**src/hdl/y4h_pkg.sv**
```systemverilog
// ----------------------------------------------------------------------------
// y4h_pkg : shared types and constants of the half-scale YUV converter
// Queue entry format, register indexes and fixed frame limits.
// ----------------------------------------------------------------------------
package y4h_pkg;

    // Width of the arithmetic used for the group-count compare.
    localparam int CALC_W       = 14;
    // Config register width and row counter width.
    localparam int CFG_W        = 12;
    localparam int ROW_W        = 11;
    localparam int MIN_WIDTH    = 4;
    localparam int HEIGHT_LIMIT = 2048;

    // Register indexes on the APB port (byte address bit 2).
    localparam logic REG_FRAME_WIDTH  = 1'b0;
    localparam logic REG_FRAME_HEIGHT = 1'b1;

    typedef enum logic {
        K_WRITE = 1'b0,   // store {U, luma} of a first-row group
        K_EMIT  = 1'b1    // read a stored pair and produce one result
    } t_kind;

    typedef struct packed {
        t_kind      kind;
        logic       half;      // which group of the stored pair
        logic [7:0] byte_a;    // U on write, V mean on emit
        logic [7:0] byte_b;    // first luma on write
        logic       row_end;
        logic       frame_end;
    } t_op;

    localparam int OP_W = $bits(t_op);

endpackage

```
**src/hdl/y4h_front.sv**
```systemverilog
// ----------------------------------------------------------------------------
// y4h_front : row/column tracking and classification of incoming groups
// Turns each accepted group into a store write, a result request or nothing.
// ----------------------------------------------------------------------------
module y4h_front
    import y4h_pkg::*;
#(
    parameter int MAX_WIDTH = 2048
) (
    input  logic                                i_clk,
    input  logic                                i_rst_n,
    input  logic [CFG_W-1:0]                    i_frame_width,
    input  logic [CFG_W-1:0]                    i_frame_height,
    input  logic                                i_accept,
    input  logic [7:0]                          i_chroma,
    input  logic [7:0]                          i_luma,
    output logic                                o_push,
    output t_op                                 o_op,
    output logic [$clog2(MAX_WIDTH/2)-2:0]      o_addr
);

    localparam int COL_W = $clog2(MAX_WIDTH / 2);

    logic [COL_W-1:0] r_col, n_col;
    logic [ROW_W-1:0] r_row, n_row;
    logic [7:0]       r_hold;

    logic [CALC_W-1:0] width_q, width_c, groups;
    logic [CFG_W-1:0]  height_c, paired, row_next;
    logic              last_col, last_row, in_pair, frame_done;
    logic [8:0]        v_sum;

    always_comb begin
        width_q = CALC_W'({i_frame_width[CFG_W-1:2], 2'b00});
        if (width_q < CALC_W'(MIN_WIDTH)) begin
            width_c = CALC_W'(MIN_WIDTH);
        end else if (width_q > CALC_W'(MAX_WIDTH)) begin
            width_c = CALC_W'(MAX_WIDTH);
        end else begin
            width_c = width_q;
        end
        groups = width_c >> 1;

        if (i_frame_height == '0) begin
            height_c = CFG_W'(1);
        end else if (i_frame_height > CFG_W'(HEIGHT_LIMIT)) begin
            height_c = CFG_W'(HEIGHT_LIMIT);
        end else begin
            height_c = i_frame_height;
        end
        paired   = {height_c[CFG_W-1:1], 1'b0};
        row_next = CFG_W'(r_row) + CFG_W'(1);

        last_col   = (CALC_W'(r_col) + CALC_W'(1)) >= groups;
        last_row   = row_next >= height_c;
        in_pair    = CFG_W'(r_row) < paired;
        frame_done = last_col && (row_next >= paired);
        v_sum      = {1'b0, r_hold} + {1'b0, i_chroma};

        if (last_col) begin
            n_col = '0;
            n_row = last_row ? '0 : row_next[ROW_W-1:0];
        end else begin
            n_col = r_col + COL_W'(1);
            n_row = r_row;
        end
    end

    always_ff @(posedge i_clk) begin
        if (!i_rst_n) begin
            r_col  <= '0;
            r_row  <= '0;
            r_hold <= '0;
        end else if (i_accept) begin
            r_col <= n_col;
            r_row <= n_row;
            // hold V of the even group on a second row
            if (in_pair && r_row[0] && !r_col[0]) begin
                r_hold <= i_chroma;
            end
        end
    end

    assign o_push         = i_accept && in_pair && (!r_row[0] || r_col[0]);
    assign o_op.kind      = r_row[0] ? K_EMIT : K_WRITE;
    assign o_op.half      = r_col[0];
    assign o_op.byte_a    = r_row[0] ? v_sum[8:1] : i_chroma;
    assign o_op.byte_b    = i_luma;
    assign o_op.row_end   = last_col;
    assign o_op.frame_end = frame_done;
    assign o_addr         = r_col[COL_W-1:1];

endmodule

```
**config.mk**
```make
export PLATFORM = sky130hd
export DESIGN_NAME = y4h_front
export DESIGN_NICKNAME = d
export VERILOG_FILES = /design/src/hdl/y4h_pkg.sv /design/src/hdl/y4h_front.sv
export SDC_FILE = /design/constraint.sdc
export NUM_CORES = 1
export LEC_CHECK = 0
export ABC_CLOCK_PERIOD_IN_PS = 5550
export BUFFER_PORTS_ARGS = -buffer_cell sky130_fd_sc_hd__buf_2
export CORE_MARGIN = 10
export CORE_UTILIZATION = 35
export CTS_CLUSTER_DIAMETER = 60
export DETAILED_ROUTE_END_ITERATION = 8
export SYNTH_ARGS = -nofsm -noshare
export SYNTH_HDL_FRONTEND = slang
export SYNTH_SLANG_ARGS = --single-unit
```
**constraint.sdc**
```tcl
create_clock -name i_clk -period 5.55 [get_ports i_clk]
set_input_delay 0.555 -clock i_clk [delete_from_list [all_inputs] [get_ports i_clk]]
set_output_delay 0.555 -clock i_clk [all_outputs]
set_load 0.1 [all_outputs]
```
Word level (Yosys, flattened, before mapping):

Index checks and enable logic that the tools add are counted.

* bits of input ports: 43
* register bits after elaboration: 29
* output and inout bits: 30

* muxes and demuxes: 8
* $add $sub $neg: 4
* magnitude comparators: 7
* reduce and logical (&&, ||, !) cells: 11

Operators with widths (count)
* 12-bit 2-to-1 mux: 3
* 12-bit greater-or-equal comparator: 2
* 12-bit greater-than comparator (second input constant): 2
* 14-bit 2-to-1 mux: 1
* 11-bit by 13-bit greater-or-equal comparator with 1-bit output: 1
* 11-bit by 1-bit adder with 12-bit output (second input constant): 1
* 12-bit logical NOT: 1
* 11-bit by 12-bit < comparator with 1-bit output: 1
* 12-bit by 3-bit < comparator with 1-bit output (second input constant): 1
* 10-bit by 1-bit adder with 11-bit output (second input constant): 1
* 11-bit 2-to-1 mux: 1
* 10-bit by 1-bit adder with 10-bit output (second input constant): 1
* 10-bit 2-to-1 mux: 1
* 8-bit by 8-bit adder with 9-bit output: 1
* 8-bit 2-to-1 mux: 1
* 1-bit logical AND: 5
* 2-bit AND reduction: 2
* 1-bit logical NOT: 2
* 1-bit logical OR: 1
* 1-bit 2-to-1 mux: 1

Depth between registers and ports, before layout:

* depth in word-level cells: 7
* depth in mapped cells: 14
* gate-level depth less buffers: 12

Worst setup path after synthesis:

OpenSTA, ideal clock, no wires.

* path type: input port to output port
* start: input port i_frame_height[11]
* end: output port o_push
* slack: 0.882 ns
* arrival: 4.113 ns
* cell stages on the path: 9
* data required time: 4.995 ns
* cell sequence: inv_1 -> clkbuf_1 -> nand2_1 -> ha_1 -> a21oi_1 -> o21a_1 -> a2bb2oi_1 -> nand3_1 -> a211oi_1

* longest elaborated chain between the ends: 6
* elaborated cells between the ends (all ways): 7
* those cells by class: order compare: 2; mux: 2; reduce/logical: 3

Ends and longest elaborated chain
* start: declaration: line y4h_front.sv:13 `input logic [CFG_W-1:0] i_frame_height,`
* 12-bit greater-than comparator: line y4h_front.sv:46 `end else if (i_frame_height > CFG_W'(HEIGHT_LIMIT)) begin`
* 12-bit 2-to-1 mux: line y4h_front.sv:46
* 12-bit 2-to-1 mux *: line y4h_front.sv:44 `if (i_frame_height == '0) begin`
* 11-bit by 12-bit < comparator with 1-bit output *: line y4h_front.sv:56 `in_pair = CFG_W'(r_row) < paired;`
* 1-bit logical AND * (2 in series): line y4h_front.sv:84 `assign o_push = i_accept && in_pair && (!r_row[0] || r_col[0]);`
* end: declaration: line y4h_front.sv:17 `output logic o_push,`

Every way passes the cells marked *; elsewhere a longest branch is shown, timed or not.

==> flow_metrics.env <==
export IMPL_wl_um=7188
export IMPL_die_height_um=110.8
export IMPL_hold_buffers=0
export IMPL_ys_flop_type="dfxtp_1"
export IMPL_port_buffers=54
export IMPL_crit_slowest_cell="dfxtp_1"
export IMPL_root_buffer="clkbuf_8"
export IMPL_peakVddDrop_mv=0.08588
export IMPL_yosysUniqueCellTypes=53
export IMPL_critical_path_endpoint_type="output pin"
export IMPL_leakage_nw=1.468
export IMPL_path_class="reg -> out"
export IMPL_drive_gt1_share_pct=17.19
export IMPL_yosysWarnings=0
export IMPL_swShare_pct=32.93
export IMPL_slew_headroom_pct=49.27
export IMPL_first_global_vias=2747
export IMPL_worstPathCellList="ha_1 -> and3_1 -> nand4_1 -> or2_2 -> nand2_1 -> ha_1 -> a21o_1 -> a21oi_1 -> o221ai_1 -> a21oi_1 -> nor2_1 -> buf_2"
export IMPL_routabilityCongestion=0.8486
export IMPL_crit_family="simple AND/OR/NAND/NOR gates"
export IMPL_cts_buffers_inserted=5
export IMPL_clk_path_buf_depth=2
export IMPL_clk_pin_slew_ps=70
export IMPL_areaGrowthSynthToFinish_pct=13.37
export IMPL_numClockSinks=29
export IMPL_synth_fp_nets=460
export IMPL_firstDrtPassIters=4
export IMPL_vias=2739
export IMPL_post_cts_resized=0
export IMPL_worstSetupStartpointType="flop"
export IMPL_pre_cts_ws_ps=1503
export IMPL_netlist_area_leader_share_pct=20.14
export IMPL_grt_overflow=0
export IMPL_cts_max_level=2
export IMPL_async_flop_share_pct=0
export IMPL_num_antenna_cells=0
export IMPL_initial_core_util_pct=35.44
export IMPL_avgSynthCellArea_sq_um=7.687
export IMPL_antenna_found_initial=0
export IMPL_fp_dieArea_sq_mm=0.01227
export IMPL_max_freq_mhz=229.3
export IMPL_clk_latency_ps=280
export IMPL_coreArea_sq_mm=0.008134
export IMPL_rows=33
export IMPL_track_usage_pct=11.30
export IMPL_cap_violations=0
export IMPL_internal_power_mw=0.3948
export IMPL_cts_tree="yes"
export IMPL_period_needed_ps=4361
export IMPL_clock_skew_final_ps=3.805
export IMPL_avgRoutedWirePerCell_um=13.88
export IMPL_fin_setup_tns_ps=0
export IMPL_setup_violations=0
export IMPL_rsz0062_at_grt="false"
export IMPL_status="finished, final reports clean"
export IMPL_synth_top_area_cell="dfxtp_1"
export IMPL_seq_area_frac_synth_pct=20.14
export IMPL_finalCritPeriodShare_pct=78.57
export IMPL_path_max_fanout=20
export IMPL_cp_slowest_stage_delay_ps=760
export IMPL_crit_buf_inv=1
export IMPL_arrival_ps=3810
export IMPL_clkPwrFrac_pct=40.0
export IMPL_netlist_area_sq_mm=0.002883
export IMPL_power_density_mw_per_mm2=180.1
export IMPL_tightest_slew_ps=760.1
export IMPL_drc=0
export IMPL_worstPathRequired_ps=4990
export IMPL_cts_setup_buffers=0
export IMPL_num_io_pins=73
export IMPL_die_w_um=110.8
export IMPL_dpl_hpwl_um=5739
export IMPL_pwr_share_comb_pct=23.5
export IMPL_nets=497
export IMPL_hold_path_class="reg -> reg"
export IMPL_ys_seq_elements=29
export IMPL_drv_slew=0
export IMPL_layout_setup_ws_ps=1189
export IMPL_drt_iter0_markers=145
export IMPL_seq_power_share_pct=36.5
export IMPL_synth_edf_count=0
export IMPL_grt_pass1_wl_um=12180
export IMPL_p_sw_mw=0.1938
export IMPL_ant_nets=0
export IMPL_grt_start_max_net_pins=24
export IMPL_syn_inst=375
export IMPL_hold_viol=0
export IMPL_synth_area_leaders="dfxtp_1, ha_1, nand2_1"
export IMPL_routed_via_density=5.288
-- metal layers --
| layer | GRT usage (%) | up-vias | wire length (um) |
|---|---|---|---|
| met1 | 13.57 | 1244 | 3389 |
| met2 | 19.46 | 68 | 3401 |
| met5 | 0 | - | 0 |
| met4 | 2.865 | 0 | 44 |
| met3 | 2.868 | 4 | 352 |
| li1 | - | 1423 | - |
-- worst register-to-register path, delay by kind of cell, from the launching register on --
family | cells | cell delay [ps]
XOR/XNOR | 1 | 230
flip-flops | 1 | 760
AND/OR/NAND/NOR | 6 | 1980
AO/OA/AOI/OAI | 2 | 440
adder cells (fa/ha/maj) | 2 | 610
-- area by class of cell --
cell class | instances | area, sq um
fillers | 844 | 4866
multi-input cells | 304 | 2098
flip-flops and latches | 29 | 580.6
repair buffers | 54 | 270.3
well taps | 105 | 131.4
clock buffers | 6 | 82.58
inverters | 18 | 67.56
clock inverters | 2 | 37.54
-- registers in the layout, indices dropped and copies added, names as in the netlist --
signal  count
r_hold      8
r_col      10
r_row      11
-- cell usage in the layout, fill, tap and decap left out, types with 4 or more instances in the layout --
cell      synthesis  routed
buf_2             4      54
nand2_1          51      51
ha_1             41      41
dfxtp_1          29      29
nor2_1           27      27
a21oi_1          24      24
nand3_1          18      18
o21ai_0          17      17
inv_1            16      16
xnor2_1          11      11
xor2_1            8       8
nand4_1           8       8
a31oi_1           8       8
mux2i_1           8       8
nand4b_1          7       7
and3_1            6       6
nor3_1            6       6
clkbuf_8          0       6
nor4_1            5       5
o21a_1            5       5
a21o_1            5       5
nand3b_1          4       4
-- cell families (layout without fill, tap and decap cells) --
| family | after synthesis | after routing | synth area share, % |
|---|---|---|---|
| xor+xnor | 19 | 19 | 5.773 |
| compound gates | 78 | 78 | 17.28 |
| buf+inv | 42 | 80 | 7.074 |
| flops | 29 | 29 | 20.14 |
| mux | 11 | 11 | 3.950 |
| fa+ha+maj | 42 | 42 | 18.49 |
| simple gates | 154 | 154 | 27.30 |
-- cell usage after synthesis (3+ instances only) --
| library cell | number |
|---|---|
| o21ai_0 | 17 |
| mux2i_1 | 8 |
| mux2_2 | 3 |
| nor4_1 | 5 |
| buf_2 | 4 |
| a21o_1 | 5 |
| buf_4 | 11 |
| and3_1 | 6 |
| nand2_1 | 51 |
| xnor2_1 | 11 |
| nor3b_1 | 3 |
| inv_1 | 16 |
| clkbuf_1 | 9 |
| o21a_1 | 5 |
| nor3_1 | 6 |
| nand4_1 | 8 |
| a31oi_1 | 8 |
| nand3b_1 | 4 |
| or3_1 | 3 |
| nand4b_1 | 7 |
| xor2_1 | 8 |
| dfxtp_1 | 29 |
| ha_1 | 41 |
| a21oi_1 | 24 |
| nor2_1 | 27 |
| o211ai_1 | 3 |
| nor2b_1 | 3 |
| nand3_1 | 18 |
-- final timing paths --
kind,from,endpoint,slack (ps),cells past startpoint
min reg2reg,r_hold[2],r_hold[2],510,2
max reg2reg,r_row[0],r_row[6],1450,11
min,r_hold[2],r_hold[2],510,2
max,r_row[0],o_op[0],1190,12
-- per-stage QoR --
step | instances | power (mW) | cell area, sq um | utilization [%] | hold WS [ps]
5_1_grt | 518 | 0.6126 | 3268 | 40.18 | 555.8
2_1_floorplan | 375 | 0.3500 | 2883 | - | 464.6
3_5_place_dp | 510 | 0.3589 | 3148 | 38.70 | 490.2
4_1_cts | 518 | 0.5940 | 3268 | 40.18 | 513.2
6_report | 518 | 0.5886 | 3268 | 40.18 | 511.0
3_3_place_gp | 510 | 0.3563 | 3148 | 38.70 | 482.9
-- power groups by stage --
| stage | registers (mW) | logic, mW | clock network, mW |
|---|---|---|---|
| floorplan | 0.228 | 0.122 | 0 |
| global placement | 0.220 | 0.137 | 0 |
| detailed placement | 0.220 | 0.139 | 0 |
| CTS | 0.215 | 0.140 | 0.239 |
| global route | 0.216 | 0.152 | 0.245 |
| finish | 0.215 | 0.138 | 0.236 |
Power figures use the tool's default switching activity.
