### src/hdl/y4h_queue.sv
// ----------------------------------------------------------------------------
// y4h_queue : small synchronous FIFO between front and back
// First-word-fall-through; full flag drives input backpressure.
// ----------------------------------------------------------------------------
module y4h_queue #(
    parameter int WIDTH = 20,
    parameter int DEPTH = 4
) (
    input  logic             i_clk,
    input  logic             i_rst_n,
    input  logic             i_push,
    input  logic [WIDTH-1:0] i_data,
    output logic             o_full,
    input  logic             i_pop,
    output logic             o_valid,
    output logic [WIDTH-1:0] o_data
);

    localparam int PTR_W = $clog2(DEPTH);

    logic [WIDTH-1:0] r_slot [DEPTH];
    logic [PTR_W-1:0] r_wr_ptr, r_rd_ptr;
    logic [PTR_W:0]   r_count;

    assign o_full  = r_count == (PTR_W+1)'(DEPTH);
    assign o_valid = r_count != '0;
    assign o_data  = r_slot[r_rd_ptr];

    always_ff @(posedge i_clk) begin
        if (i_push) begin
            r_slot[r_wr_ptr] <= i_data;
        end
    end

    always_ff @(posedge i_clk) begin
        if (!i_rst_n) begin
            r_wr_ptr <= '0;
            r_rd_ptr <= '0;
            r_count  <= '0;
        end else begin
            if (i_push) begin
                r_wr_ptr <= (r_wr_ptr == PTR_W'(DEPTH - 1)) ? '0 : r_wr_ptr + PTR_W'(1);
            end
            if (i_pop) begin
                r_rd_ptr <= (r_rd_ptr == PTR_W'(DEPTH - 1)) ? '0 : r_rd_ptr + PTR_W'(1);
            end
            if (i_push && !i_pop) begin
                r_count <= r_count + (PTR_W+1)'(1);
            end else if (!i_push && i_pop) begin
                r_count <= r_count - (PTR_W+1)'(1);
            end
        end
    end

endmodule

### config.mk
export PLATFORM = sky130hd
export DESIGN_NAME = y4h_queue
export DESIGN_NICKNAME = d
export VERILOG_FILES = /design/src/hdl/y4h_queue.sv
export SDC_FILE = /design/constraint.sdc
export NUM_CORES = 1
export LEC_CHECK = 0
export ABC_AREA = 1
export BUFFER_PORTS_ARGS = -buffer_cell sky130_fd_sc_hd__buf_2
export CAP_MARGIN = 25
export CORE_MARGIN = 3
export CORE_UTILIZATION = 60
export DETAILED_ROUTE_END_ITERATION = 10
export PLACE_DENSITY = 0.83
export SETUP_SLACK_MARGIN = 0.05
export SYNTH_ARGS = -nofsm -noshare
export SYNTH_HDL_FRONTEND = slang
export SYNTH_SLANG_ARGS = --single-unit
### constraint.sdc
create_clock -name i_clk -period 2 [get_ports i_clk]
set_input_delay 0.3 -clock i_clk [delete_from_list [all_inputs] [get_ports i_clk]]
set_output_delay 0.3 -clock i_clk [all_outputs]
set_load 0.02 [all_outputs]
## Word level (Yosys, flattened, before mapping)

Memory sizes are Yosys's and may differ from the RTL's. A register that Yosys moved wholly into a read port is not among the register bits.
Cells that the tools add are included.

| cells by class | value |
|---|---|
| muxes and demuxes | 8 |
| reductions and logical operators | 6 |
| add/subtract/negate cells | 4 |
| equal/unequal tests | 3 |

Operators by type and width:

| kind | number |
|---|---|
| 2-to-1 mux 2 bit | 4 |
| 2-to-1 mux 3 bit | 2 |
| adder 2 x 1 -> 2 bit, second input constant | 2 |
| equality test 2 bit, second input constant | 2 |
| adder 3 x 1 -> 3 bit, second input constant | 1 |
| equality test 3 bit, second input constant | 1 |
| nonzero test 3 bit | 1 |
| subtractor 3 x 1 -> 3 bit, second input constant | 1 |
| logical AND 1 bit | 2 |
| logical NOT 1 bit | 2 |
| 2-to-1 mux 1 bit | 2 |
| nonzero test 2 bit | 1 |

| word-level totals | value |
|---|---|
| word-level logic and storage cells | 25 |
| RAM bits | 80 |
| memories kept | 1 |
| output and inout port bits | 22 |
| bits of input ports | 24 |
| bits in registers | 7 |

Memory list:

| name | words | bits a word | read ports | clocked after Yosys merged registers in | write ports | line | text |
|---|---|---|---|---|---|---|---|
| r_slot | 4 | 20 | 1 | 1 | 1 | 21 | `logic [WIDTH-1:0] r_slot [DEPTH];` |

## Longest topological paths before layout

Gate-level depths: netlist of run 1.

| logic depth | value |
|---|---|
| depth in word-level cells | 4 |
| depth in mapped cells | 10 |
| gate-level depth less buffers | 10 |

## Worst setup path before layout of run 1

No wires, ideal clock.

| path | value |
|---|---|
| path kind | register to register |
| start | register r_wr_ptr[0] |
| end | memory r_slot[3][0] (enable) |
| setup slack | 631 ps |
| setup time | 375 ps |
| data arrival time | 994 ps |
| cell stages (with the launch flop) | 4 |
| data required time | 1625 ps |
| clock period less this slack | 1369 ps |
| path buffers | 0 |
| cell sequence | dfxtp_1 -> ha_1 -> nand2_1 -> inv_1 |

RTL lines:

| what | line | text |
|---|---|---|
| start, declared | 22 | `logic [PTR_W-1:0] r_wr_ptr, r_rd_ptr;` |
| start signal, assigned | 42 | `r_wr_ptr <= (r_wr_ptr == PTR_W'(DEPTH - 1)) ? '0 : r_wr_ptr + PTR_W'(1);` |
| end, declared | 21 |  |

No word-level cell before the write port.

==> flow_summary.json, run 1 <==
{
  "status": "complete, no violations",
  "synth_seq_area_share": 0.759,
  "cts_tree": "done",
  "irDropWorstVdd_v": 0.000696,
  "syn_area_per_cell_um2": 13.4,
  "root_buffer": "clkbuf_8",
  "wl_um": 6050,
  "cts.reportedPaths.clkPinSlew_ns": 0.08,
  "crit_fanout": 15,
  "fin_nets": 336,
  "ys_types": 18,
  "grt_pass1_vias": 2055,
  "reg2regPathDepth": 4,
  "grt_overflow": 0,
  "rsz0062_at_grt": "false",
  "p_leak_nw": 1.47,
  "finalHoldViolations": 0,
  "regToRegEndpoint": "r_slot[2][0]",
  "cp.required_ns": 1.70,
  "synth_seq_cells": 89,
  "tightestPinTransition_ns": 0.858,
  "comb_power_share": 0.128,
  "portBuffers": 45,
  "clkPwrFrac": 0.300,
  "p_seq_frac": 0.573,
  "crit_arrival_ns": 1.53,
  "antenna_left": 0,
  "drtIter0Drc": 220,
  "place_congestion": 0.727,
  "die_h_um": 81.3,
  "syn_area_um2": 3400,
  "htree_levels": 3,
  "cts_setup_buffers": 0,
  "drc": 0,
  "tns_ns": 0,
  "syn_nets": 285,
  "final_common_cell": "edfxtp_1",
  "dr.pass1.iters": 4,
  "hold_path.class": "primary input to register",
  "antenna_found_initial": 0,
  "grt_max_degree": 41,
  "synth_edf_count": 80,
  "report.final.slew_viol_count": 0,
  "placementRows": 26,
  "period_share": 0.916,
  "p_per_area_nw_per_um2": 961,
  "startpoint_type": "register",
  "numCtsBuffers": 9,
  "drive_gt1_frac": 0.213,
  "synth_warnings": 0,
  "setup_viol": 0,
  "maxCapViolCount": 0,
  "initial_utilization": 0.641,
  "die_w_um": 81.3,
  "p_sw_frac": 0.242,
  "hold_ws_ns": 0.165,
  "fmax_ghz": 0.546,
  "power_switching_uw": 908,
  "min_path_cells": 1,
  "core_area_um2": 5300,
  "synth_top_flop_cell": "edfxtp_1",
  "rrSetupSlack_ns": 0.35,
  "endpoint_kind": "primary output",
  "grt_first_pass_wirelength_um": 9690,
  "place_hpwl_um": 3660,
  "hold_path.startpoint": "i_data[14]",
  "syn2layout_area_growth_pct": 14.9,
  "final_cell_mix": "80 x edfxtp_1, 49 x nor2_1, 45 x buf_2, 40 x o21ai_1, 20 x o22ai_1",
  "ctsLongestPathBuffers": 2,
  "slew_headroom": 0.427,
  "vias": 2094,
  "cts_sinks": 89,
  "n_antenna_cell": 0,
  "period_minus_slack_ns": 1.83,
  "wl_per_cell_um": 15.9,
  "netlist_instances": 254,
  "reg2reg_from": "r_wr_ptr[0]",
  "hold_end": "r_slot[0][14]",
  "skew_ns": 0.00478,
  "p_int_mw": 2.85,
  "ioPinCount": 46,
  "grt_util_all_layers": 0.203,
  "synthArstFlopShare": 0,
  "die_area_um2": 6610,
  "clk_latency_ns": 0.34,
  "viasPerCell": 5.51,
  "worstSetupPathType": "register to primary output"
}
## how the worst max path moves through the flow
stage	startpoint	to	slack [ns]	cells past startpoint
2_1_floorplan	r_wr_ptr[0]	r_slot[3][0]	0.63	3
3_3_place_gp	r_wr_ptr[0]	r_slot[0][19]	0.39	4
3_5_place_dp	r_wr_ptr[0]	r_slot[2][19]	0.33	4
4_1_cts	register	o_data[6]	0.05	4
5_1_grt	register	o_data[6]	0.07	5
6_report	register	o_data[2]	0.17	5
## synthesized netlist by cell type (3+ instances only)
cell type  instances  area, µm²
edfxtp_1          80       2400
buf_2              8       40.0
a21oi_1            3       15.0
ha_1               6       75.1
nor3_1             3       15.0
dfxtp_1            9        180
o22ai_1           20        125
nor2_1            49        184
inv_1             15       56.3
o21ai_1           40        200
clkbuf_1           4       15.0
nand2_1            9       33.8
o21ai_0            3       15.0
## flip-flops by register name (all words and copies together) (netlist names), named ones only
name      count
r_wr_ptr      2
r_count       3
r_slot       80
r_rd_ptr      2
## final cells by class
cell class | instances | area [µm²]
Fill cell | 336 | 1390
Inverter | 16 | 62.6
Tap cell | 70 | 87.6
Multi-Input combinational cell | 137 | 703
Clock buffer | 12 | 135
Clock inverter | 4 | 43.8
Sequential cell | 89 | 2580
Timing Repair Buffer | 52 | 294
## worst max-delay path, stage by stage (launching register included)
cell,delay [ns]
dfxtp_1,0.36
inv_4,0.16
buf_4,0.22
nor2_1,0.06
o22ai_1,0.19
buf_2,0.20
## per-layer routing
metal	vias to the layer above	routed length (µm)	GRT usage
li1	1021	-	-
met1	987	2370	0.247
met2	71	3200	0.332
met3	15	358	0.0466
met4	0	108	0.117
met5	-	0	0
## per-stage QoR
step | instances | cell area [µm²] | total power [mW] | utilization | setup WS, ns
global placement | 364 | 3710 | 2.65 | 0.700 | 0.389
finish | 380 | 3910 | 3.76 | 0.737 | 0.168
CTS | 380 | 3890 | 3.77 | 0.734 | 0.0536
floorplan | 254 | 3400 | 2.49 | - | 0.631
detailed placement | 364 | 3710 | 2.67 | 0.700 | 0.332
global route | 380 | 3910 | 3.92 | 0.737 | 0.0671
## power groups by stage
stage | Clock, mW | Sequential, mW | Combinational, mW
2_1_floorplan | 0 | 2.18 | 0.308
3_3_place_gp | 0 | 2.19 | 0.463
3_5_place_dp | 0 | 2.19 | 0.476
4_1_cts | 1.14 | 2.15 | 0.478
5_1_grt | 1.22 | 2.16 | 0.534
6_report | 1.13 | 2.15 | 0.480
## timing repair
action,in CTS,in global routing
endpoints found under the setup margin,0,17
resized for setup,0,7
hold buffers,0,0
## logic make-up (layout without fill, tap and decap cells)
kind of cell	count (synthesis)	after routing	share of synthesized area
AOI/OAI and AO/OA	66	66	0.104
xor gates and xnor gates	1	1	0.00258
adders and majority gates	7	7	0.0280
buffers and inverters	28	84	0.0338
DFF	89	89	0.759
and+or+nand+nor	63	63	0.0717
(Power assumes the default switching activity.)
==> run 2: changes to the inputs <==
--- a/config.mk
+++ b/config.mk
@@ -11,7 +11,7 @@
 export CORE_MARGIN = 3
 export CORE_UTILIZATION = 60
 export DETAILED_ROUTE_END_ITERATION = 10
-export PLACE_DENSITY = 0.83
+export PLACE_DENSITY_LB_ADDON = 0.05
 export SETUP_SLACK_MARGIN = 0.05
 export SYNTH_ARGS = -nofsm -noshare
 export SYNTH_HDL_FRONTEND = slang
==> run 2 against run 1 <==
  * Clock-buffer cell count is 3 lower
  * Routed wire length is 0.74% lower
  * Combinational power is 3% higher
  * Design area is 2.5% higher
  * Die area stayed put
  * Final cell count is 0.26% higher
  * Hold slack worse by 0.010 ns
  * Power is 5.0% higher
  * Via count is 0.38% lower
  * First-iteration DRC count is 55% lower
  * Largest cell class unchanged
  * Highest routed layer unchanged
==> flow_summary.json, run 2 (synthesized netlist as in run 1, its figures left out) <==
{
  "status": "complete, no violations",
  "core_area_um2": 5300,
  "setup_viol": 0,
  "tns_ns": 0,
  "initial_utilization": 0.641,
  "vias": 2086,
  "multi_input_area_um2": 703,
  "period_share": 0.937,
  "grtUsageMet1": 0.233,
  "use_met3": 0.0665,
  "grt_first_pass_wirelength_um": 9310,
  "grt_util_all_layers": 0.201,
  "reg_top3": "r_slot: 80 flops, r_count: 3 flops",
  "cp_slowest_cell": "dfxtp_1",
  "maxCapViolCount": 0,
  "nFillCells": 325,
  "p_per_area_nw_per_um2": 985,
  "clk_latency_ns": 0.35,
  "die_w_um": 81.3,
  "regArea_um2": 2580,
  "startpoint_type": "register",
  "cts_sinks": 89,
  "use_met2": 0.336,
  "setup_slack_ns": 0.126,
  "hold_path.class": "primary input to register",
  "htree_levels": 3,
  "place_congestion": 0.712,
  "drc": 0,
  "portBuffers": 45,
  "grt_overflow": 0,
  "worstPathCellList": "buf_6, o21ai_1, o22ai_1, buf_2",
  "placementRows": 26,
  "worstSetupPathType": "register to primary output",
  "place_hpwl_um": 3710,
  "syn2layout_area_growth_pct": 17.8,
  "cts.reportedPaths.clkPinSlew_ns": 0.08,
  "rsz0062_at_grt": "true",
  "n_antenna_cell": 0,
  "final_cell_mix": "80 x edfxtp_1, 49 x nor2_1, 45 x buf_2, 40 x o21ai_1, 20 x o22ai_1",
  "antenna_found_initial": 0,
  "drtIter0Drc": 100,
  "dr.pass1.iters": 6,
  "place_ws_ns": 0.349,
  "max_stage_delay_ns": 0.44,
  "cp.required_ns": 1.70,
  "tightestPinTransition_ns": 0.857,
  "die_h_um": 81.3,
  "skew_ns": 0.00465,
  "final_common_cell": "edfxtp_1",
  "die_area_um2": 6610,
  "crit_arrival_ns": 1.57,
  "ioPinCount": 46,
  "crit_buf_inv": 2,
  "drive_gt1_frac": 0.225,
  "grt_pass1_vias": 1984,
  "numCtsBuffers": 9,
  "fmax_ghz": 0.534,
  "wl_per_cell_um": 15.8,
  "final_area_um2": 4010,
  "grt_max_degree": 29,
  "placed_area_um2": 3780,
  "cts_setup_buffers": 0,
  "ctsLongestPathBuffers": 2,
  "finalPower_mw": 3.94,
  "wl_um": 6000,
  "crit_fanout": 20,
  "period_minus_slack_ns": 1.87,
  "largest_reg_flops": 80,
  "top_register": "r_slot",
  "slew_headroom": 0.428,
  "report.final.slew_viol_count": 0,
  "path_delay_family": "flip-flops",
  "finalHoldViolations": 0,
  "viasPerCell": 5.48,
  "cts_tree": "done",
  "grt.busiest_layer": "met2",
  "endpoint_kind": "primary output",
  "fin_nets": 337,
  "p_leak_nw": 1.51,
  "irDropWorstVdd_v": 0.000752,
  "antenna_left": 0,
  "root_buffer": "clkbuf_8"
}
==> run 2: path summary, 6_finish.rpt <==
check | startpoint | end | slack, ns | depth (start not counted)
max | register | o_data[17] | 0.13 | 4
min | i_data[7] | r_slot[1][7] | 0.15 | 1
max reg2reg | r_wr_ptr[0] | r_slot[0][3] | 0.36 | 4
min reg2reg | r_wr_ptr[1] | r_wr_ptr[1] | 0.53 | 2
==> run 2: final cells by class <==
class | instances | share of cell area
clock inverter | 7 | 0.0234
clock buffer | 9 | 0.0309
multi-input combinational | 137 | 0.176
sequential | 89 | 0.645
inverter | 16 | 0.0156
timing repair buffer | 53 | 0.0878
tap | 70 | 0.0219
==> run 2: repair_timing <==
action	4_1_cts	5_1_grt
endpoints found under the hold margin	0	0
hold buffers	0	0
endpoints found under the setup margin	0	6
gates resized for setup	0	3
==> run 2: routing by layer <==
layer | up-vias | part of all wire | wire (µm)
li1 | 1027 | - | -
met1 | 995 | 0.43 | 2570
met2 | 55 | 0.50 | 2990
met3 | 9 | 0.059 | 354
met4 | 0 | 0.015 | 89
met5 | - | 0 | 0
==> run 2: through the flow <==
stage	cells	util	hold WS, ns
after global routing	381	0.755	0.134
after floorplan	254	-	0.399
after global placement	365	0.713	0.510
after CTS	381	0.754	0.138
final	381	0.755	0.155
after detailed placement	365	0.713	0.515
==> run 2: where the power goes <==
group / internal [mW] / leakage, nW / switching [mW] / total (mW)
Sequential: 2.12 / 0.810 / 0.0344 / 2.15
Clock: 0.703 / 0.107 / 0.596 / 1.30
Combinational: 0.172 / 0.594 / 0.323 / 0.495
Total: 2.99 / 1.51 / 0.953 / 3.94
==> run 3: changes to the inputs <==
--- a/config.mk
+++ b/config.mk
@@ -12,6 +12,7 @@
 export CORE_UTILIZATION = 60
 export DETAILED_ROUTE_END_ITERATION = 10
 export PLACE_DENSITY_LB_ADDON = 0.05
+export REMOVE_ABC_BUFFERS = 1
 export SETUP_SLACK_MARGIN = 0.05
 export SYNTH_ARGS = -nofsm -noshare
 export SYNTH_HDL_FRONTEND = slang
==> run 3 against run 2 <==
  * First-iteration DRC count is 10% higher
  * Via count up 0.43%
  * Power decreased by 4.7%
  * Largest cell class unchanged
  * Highest routed layer unchanged
==> flow_summary.json, run 3 (synthesized netlist as in run 1, its figures left out) <==
{
  "status": "complete, no violations",
  "p_per_area_nw_per_um2": 954,
  "reg_top3": "r_slot: 80 flops, r_count: 3 flops",
  "ioPinCount": 46,
  "clk_latency_ns": 0.34,
  "antenna_left": 0,
  "finalHoldViolations": 0,
  "crit_fanout": 28,
  "multi_input_area_um2": 703,
  "grt_first_pass_wirelength_um": 9310,
  "fin_nets": 339,
  "cts.reportedPaths.clkPinSlew_ns": 0.08,
  "tightestPinTransition_ns": 0.828,
  "place_ws_ns": 0.358,
  "skew_ns": 0.00418,
  "holdBufCountCts": 0,
  "n_antenna_cell": 0,
  "die_h_um": 81.3,
  "slew_headroom": 0.447,
  "die_w_um": 81.3,
  "grt_overflow": 0,
  "hold_path.class": "primary input to register",
  "regArea_um2": 2580,
  "period_minus_slack_ns": 1.82,
  "grt_pass1_vias": 1986,
  "wl_um": 6040,
  "antenna_found_initial": 0,
  "maxCapViolCount": 0,
  "cp.required_ns": 1.70,
  "top_register": "r_slot",
  "syn2layout_area_growth_pct": 15.9,
  "dr.pass1.iters": 4,
  "die_area_um2": 6610,
  "p_leak_nw": 1.50,
  "startpoint_type": "register",
  "largest_reg_flops": 80,
  "portBuffers": 45,
  "wl_per_cell_um": 15.8,
  "fmax_ghz": 0.550,
  "numCtsBuffers": 9,
  "core_area_um2": 5300,
  "drive_gt1_frac": 0.221,
  "finalPower_mw": 3.76,
  "drc": 0,
  "report.final.slew_viol_count": 0,
  "setup_slack_ns": 0.181,
  "nFillCells": 355,
  "drtIter0Drc": 110,
  "irDropWorstVdd_v": 0.000651,
  "grt_max_degree": 29,
  "ctsLongestPathBuffers": 2,
  "crit_arrival_ns": 1.52,
  "final_cell_mix": "80 x edfxtp_1, 49 x nor2_1, 45 x buf_2, 40 x o21ai_1, 20 x o22ai_1",
  "vias": 2095,
  "viasPerCell": 5.48,
  "grt_util_all_layers": 0.198,
  "worstSetupPathType": "register to primary output",
  "period_share": 0.909,
  "cts_sinks": 89,
  "placementRows": 26,
  "place_hpwl_um": 3630,
  "endpoint_kind": "primary output",
  "cts_tree": "done",
  "root_buffer": "clkbuf_8",
  "place_congestion": 0.711,
  "rsz0062_at_grt": "false",
  "setup_viol": 0,
  "final_common_cell": "edfxtp_1",
  "initial_utilization": 0.641,
  "htree_levels": 3
}
run 3: cell types whose count changed in the layout (fill, tap and decap cells not counted), sizes merged:
cell      delta
buf          +2
bufinv       -1
clkbuf       +2
clkinvlp     -1
inv          -1
run 3: per-stage QoR:
stage,hold WS [ns],area (µm²),setup TNS (ns),cells,utilization
floorplan,0.399,3350,-1.00,242,-
global placement,0.504,3760,0,367,0.709
detailed placement,0.518,3760,0,367,0.709
CTS,0.154,3940,0,382,0.742
global route,0.158,3940,0,382,0.743
finish,0.167,3940,0,382,0.743
run 3: repair_timing:
item / 4_1_cts / 5_1_grt
setup buffers: 0 / 0
endpoints found under the setup margin: 0 / 1
resized for setup: 0 / 2
hold endpoints to repair: 0 / 0
run 3: final timing paths:
kind	end	cells after the start	slack [ns]	start
max	o_data[14]	5	0.18	register
min reg2reg	r_wr_ptr[1]	2	0.55	r_wr_ptr[1]
min	r_slot[0][3]	1	0.17	i_data[3]
max reg2reg	r_slot[0][1]	4	0.37	r_wr_ptr[0]
run 3: report_power, final:
group	internal, mW	switching (mW)
logic	0.167	0.320
registers	2.12	0.0331
clock network	0.565	0.558
total	2.85	0.912
run 3: critical path, stage by stage, from the launching register on:
cell,delay (ns)
dfxtp_1,0.35
inv_4,0.16
buf_12,0.20
nor2_1,0.06
o22ai_1,0.20
buf_2,0.20
run 3: layer usage:
| layer | routed length (µm) | share of wire | vias to the layer above | global-route usage |
|---|---|---|---|---|
| met4 | 107 | 0.018 | 0 | 0.105 |
| met1 | 2640 | 0.44 | 992 | 0.242 |
| met2 | 2970 | 0.49 | 61 | 0.332 |
| li1 | - | - | 1032 | - |
| met5 | 0 | 0 | - | 0 |
| met3 | 324 | 0.054 | 10 | 0.0388 |
run 3: area by class of cell:
class                      count  share of cell area
sequential                    89               0.655
timing repair buffer          55              0.0835
tap                           70              0.0222
clock inverter                 4              0.0114
multi-input combinational    137               0.178
clock buffer                  11              0.0333
inverter                      16              0.0159
